## src/design/ipct_pkg.sv

```systemverilog
// ----------------------------------------------------------------------------
// ipct_pkg
// Shared types and constants of the interval pair count table.
// ----------------------------------------------------------------------------
package ipct_pkg;

  localparam int unsigned TABLE_ENTRIES = 256;
  localparam int unsigned COUNT_BITS    = 24;

  localparam int unsigned IDX_W      = $clog2(TABLE_ENTRIES);
  localparam int unsigned USED_W     = $clog2(TABLE_ENTRIES + 1);
  localparam int unsigned COORD_W    = 31;
  localparam int unsigned REQ_W      = 2;
  localparam int unsigned OUT_CNT_W  = 24;
  localparam int unsigned OUT_USED_W = 9;

  localparam logic [COUNT_BITS-1:0] COUNT_MAX = {COUNT_BITS{1'b1}};

  typedef enum logic [REQ_W-1:0] {
    REQ_INSERT = 2'd0,
    REQ_QUERY  = 2'd1,
    REQ_CLEAR  = 2'd2,
    REQ_NOP    = 2'd3
  } req_e;

  typedef enum logic [1:0] {
    BS_IDLE,
    BS_SCAN,
    BS_DONE
  } back_state_e;

  // command handed from the front queue to the back end
  typedef struct packed {
    req_e               kind;
    logic               scan;
    logic [COORD_W-1:0] ibegin;
    logic [COORD_W-1:0] iend;
  } cmd_t;

  typedef struct packed {
    logic [OUT_CNT_W-1:0]  pair_count;
    logic                  pair_found;
    logic                  insert_dropped;
    logic [OUT_USED_W-1:0] entries_in_use;
  } res_t;

  typedef struct packed {
    logic [COORD_W-1:0]    ibegin;
    logic [COORD_W-1:0]    iend;
    logic [COUNT_BITS-1:0] cnt;
  } entry_t;

endpackage

```

## src/design/ipct_front.sv

```systemverilog
// ----------------------------------------------------------------------------
// ipct_front
// Accepts requests, decodes the request code and buffers them in a two-entry
// command queue for the back end.
// ----------------------------------------------------------------------------
module ipct_front import ipct_pkg::*; (
  input  logic               clk_i,
  input  logic               rst_ni,
  input  logic               push_i,
  output logic               full_o,
  input  logic [REQ_W-1:0]   req_type_i,
  input  logic [COORD_W-1:0] interval_begin_i,
  input  logic [COORD_W-1:0] interval_end_i,
  output logic               cmd_valid_o,
  output cmd_t               cmd_o,
  input  logic               cmd_pop_i
);

  cmd_t       slot_q [2];
  logic       wr_ptr_q, rd_ptr_q;
  logic [1:0] cnt_q, cnt_d;
  logic       do_push, do_pop;
  cmd_t       cmd_new;

  always_comb begin
    cmd_new.kind   = req_e'(req_type_i);
    cmd_new.scan   = (cmd_new.kind == REQ_INSERT) || (cmd_new.kind == REQ_QUERY);
    cmd_new.ibegin = interval_begin_i;
    cmd_new.iend   = interval_end_i;
  end

  assign full_o      = (cnt_q == 2'd2);
  assign cmd_valid_o = (cnt_q != 2'd0);
  assign cmd_o       = slot_q[rd_ptr_q];
  assign do_push     = push_i && !full_o;
  assign do_pop      = cmd_pop_i && cmd_valid_o;

  always_comb begin
    cnt_d = cnt_q;
    if (do_push && !do_pop) begin
      cnt_d = cnt_q + 2'd1;
    end else if (!do_push && do_pop) begin
      cnt_d = cnt_q - 2'd1;
    end
  end

  always_ff @(posedge clk_i or negedge rst_ni) begin
    if (!rst_ni) begin
      wr_ptr_q <= 1'b0;
      rd_ptr_q <= 1'b0;
      cnt_q    <= 2'd0;
    end else begin
      cnt_q <= cnt_d;
      if (do_push) wr_ptr_q <= !wr_ptr_q;
      if (do_pop)  rd_ptr_q <= !rd_ptr_q;
    end
  end

  always_ff @(posedge clk_i) begin
    if (do_push) slot_q[wr_ptr_q] <= cmd_new;
  end

endmodule

```

## config.mk

```make
export PLATFORM = sky130hd
export DESIGN_NAME = ipct_front
export DESIGN_NICKNAME = d
export VERILOG_FILES = /design/src/design/ipct_pkg.sv /design/src/design/ipct_front.sv
export SDC_FILE = /design/constraint.sdc
export NUM_CORES = 1
export LEC_CHECK = 0
export ABC_AREA = 1
export BUFFER_PORTS_ARGS = -buffer_cell sky130_fd_sc_hd__buf_2
export CORE_MARGIN = 2
export CORE_UTILIZATION = 35
export CTS_BUF_LIST = sky130_fd_sc_hd__clkbuf_4 sky130_fd_sc_hd__clkbuf_8
export DETAILED_ROUTE_END_ITERATION = 16
export GPL_TIMING_DRIVEN = 1
export PLACE_DENSITY = 0.55
export SLEW_MARGIN = 0
export SYNTH_ARGS = -nofsm -noshare
export SYNTH_HDL_FRONTEND = slang
export SYNTH_SLANG_ARGS = --single-unit
```

## constraint.sdc

```tcl
create_clock -name clk_i -period 4.15 [get_ports clk_i]
set_input_delay 0.415 -clock clk_i [delete_from_list [all_inputs] [get_ports clk_i]]
set_output_delay 0.415 -clock clk_i [all_outputs]
set_load 0.005 [all_outputs]
```

==> results.yml <==
global_route:
  grt_pass1_vias: 2941
  gr-total-overflow: 0
  grt_usage_pct: 13.2
  antenna_found_initial: 1
  grt_max_degree: 67
  grt_pass1_wl_um: 14600
floorplan:
  placementRows: 43
  die_area_sq_um: 15100
  ioPinCount: 135
  die_w_um: 123
  core-area_sq_um: 13800
  start_util_pct: 35.8
  die_y_um: 123
final_layout:
  layout.cells.non_filler: 712
  drive_gt1_share_pct: 33.1
  fillers: 1287
  final_util_pct: 45.1
  area_growth_pct: 26.1
  layout.nets: 587
power:
  power_density_nw_per_um2: 682
  leakagePower_nw: 2.72
  ir_drop_mv: 0.307
logic_synthesis:
  synth-simple-area-share_pct: 16.2
  syn-instance-count: 372
  synthAdderAreaFrac_pct: 0.253
  synth_top_family_by_area: "simple AND/OR/NAND/NOR gates"
  syn-cell-area_sq_um: 4950
  syn_nets: 441
  async_reset_ff_share_pct: 2.99
  synth_cell_types: 13
  synth_area_per_cell_sq_um: 13.3
  synthTopCellsByCount: "nand2_1 (206), edfxtp_1 (130), buf_2 (9)"
  synth_edf_count: 130
  synth_compound_area_share_pct: 0.101
  synth_xor_area_share_pct: 0.177
  synth.most_common_cell: "nand2_1"
  yosysSeqAreaShare_pct: 80.9
  synthTopCellsByArea: "edfxtp_1 (79%), nand2_1 (16%), dfrtp_1 (2.0%)"
  synth.area.mux_share_pct: 0
  synth_top_cell_by_area: "edfxtp_1"
  ys_ff_latch: 134
  ys.flop_type: "edfxtp_1"
  synth_top_area_share_pct: 78.9
  ys_warn_count: 0
cts:
  cts_tree: "done"
  h-tree-depth: 4
  clk_pin_slew_ns: 0.08
  clock_sinks: 134
  root_buffer: "clkbuf_8"
  cts.path.max_buffers: 2
  cts_buffers: 17
  post_cts_buffers: 0
  clkLatencyLatePin_ns: 0.43
worst_setup_path:
  r2r-start: "cnt_q[1]"
  slowest_stage: "inv_2"
  required_ns: 3.73
  crit_fanout: 54
  slowest_delay_ns: 0.70
  start_kind: "register"
  crit_type: "register to primary output"
  worstPathCellList: "inv_2 -> buf_4 -> nand2_1 -> nand2_1 -> buf_2"
  r2r_slack_ns: 1.94
  rr_worst_depth: 4
  r2r_end: "slot_q[1][50]"
  crit_path_frequent_cell: "nand2_1"
  cp-end-kind: "primary output"
  arrival_ns: 2.15
job:
  maxCapViolations: 0
placed_design:
  dp.cells: 678
  place_worst_setup_slack_ns: 1.85
  place_hpwl_um: 6170
  gp_congestion: 0.723
  port_buffers: 134
sta:
  rsz0062_at_grt: "no"
  slew_headroom_pct: 34.4
  timing.final.crit_period_ns: 2.56
  fin_crit_sh_pct: 61.8
  fin_ws_ns: 1.59
  fmax_mhz: 390
  fin_setup_tns_ns: 0
  fin_skew_ns: 0.00714
  setup_viol: 0
  slew_viol_final: 0
  hold_violations: 0
  worstMarginPinSlew_ns: 0.982
routing:
  wl_per_cell_um: 13.6
  vias: 3088
  drc_errors: 0
  drt_first_pass_iters: 4
  viasPerCell: 4.34
  ant_nets: 0
  drtIter0Drc: 167
  wl_um: 9720
worst_hold_path:
  min_path_cells: 1
  min_path_type: "primary input to register"
  min_to: "slot_q[1][23]"
  hold_start: "interval_end_i[23]"
outcome:
  status: "complete, no violations"
==> cell families after synthesis <==
logic type               after synthesis
AND/OR/NAND/NOR                      212
buffers and inverters                 23
flip-flops                           134
AO/OA/AOI/OAI                          1
XOR/XNOR                               1
adder cells (fa/ha/maj)                1
==> report_power, final <==
part | switching, W | internal (W)
logic | 0.000802 | 0.000444
clock network | 0.000448 | 0.000644
registers | 0.0000685 | 0.00185
==> flip-flops by register name, indices dropped and copies added, names as in the netlist <==
name and count:
slot_q 130, cnt_q 2, rd_ptr_q 1, wr_ptr_q 1
==> cell usage in the layout, fill, tap and decap left out, drive strengths merged <==
cell         count
ha               1
nor2             3
dlygate4sd3      1
o21ai            1
inv              9
clkinv           2
dfrtp            4
xnor2            1
nand2          206
edfxtp         130
diode            1
bufinv           2
buf            140
nand3            2
nand4            1
clkbuf          28
==> worst max path at each step <==
| stage | start | to | cells after the start |
|---|---|---|---|
| 2_1_floorplan | cnt_q[1] | slot_q[1][0] | 3 |
| 5_1_grt | rd_ptr_q | cmd_o[8] | 5 |
| 3_5_place_dp | push_i | slot_q[1][47] | 4 |
| 4_1_cts | rd_ptr_q | cmd_o[7] | 5 |
| 6_report | rd_ptr_q | cmd_o[7] | 5 |
| 3_3_place_gp | push_i | slot_q[1][48] | 4 |
==> repair_timing <==
item | CTS | global route
hold endpoints to repair | 4 | 0
hold buffers | 1 | 0
resized for setup | 0 | 0
==> routing by layer <==
layer  global-route usage (%)  part of all wire (%)
met5                        0                     0
met4                     6.90                   2.2
met3                     6.13                   8.6
met2                     21.0                    48
met1                     14.9                    41
==> through the flow <==
stage / total power, W / instance area, sq um / hold WS (ns)
after floorplan: 0.00267 / 4950 / 0.119
after global placement: 0.00322 / 5810 / 0.229
after detailed placement: 0.00324 / 5810 / 0.230
after CTS: 0.00434 / 6240 / 0.125
after global routing: 0.00455 / 6240 / 0.134
final: 0.00425 / 6240 / 0.165
==> final cells by class <==
cell class | count | area [sq um] | share of cell area (%)
sequential | 134 | 4010 | 64.2
tap | 180 | 225 | 3.61
multi-input combinational | 215 | 835 | 13.4
antenna | 1 | 2.50 | 0.0401
clock buffer | 28 | 342 | 5.48
timing repair buffer | 141 | 726 | 11.6
clock inverter | 4 | 70.1 | 1.12
inverter | 9 | 33.8 | 0.542
==> worst max-delay path, delay by kind of cell, from the launching register on <==
kind                   cells  cell delay, ns
buffers and inverters      3            1.14
DFF                        1            0.40
and+or+nand+nor            2            0.14
Note: power is estimated with default switching activity, not from simulation.
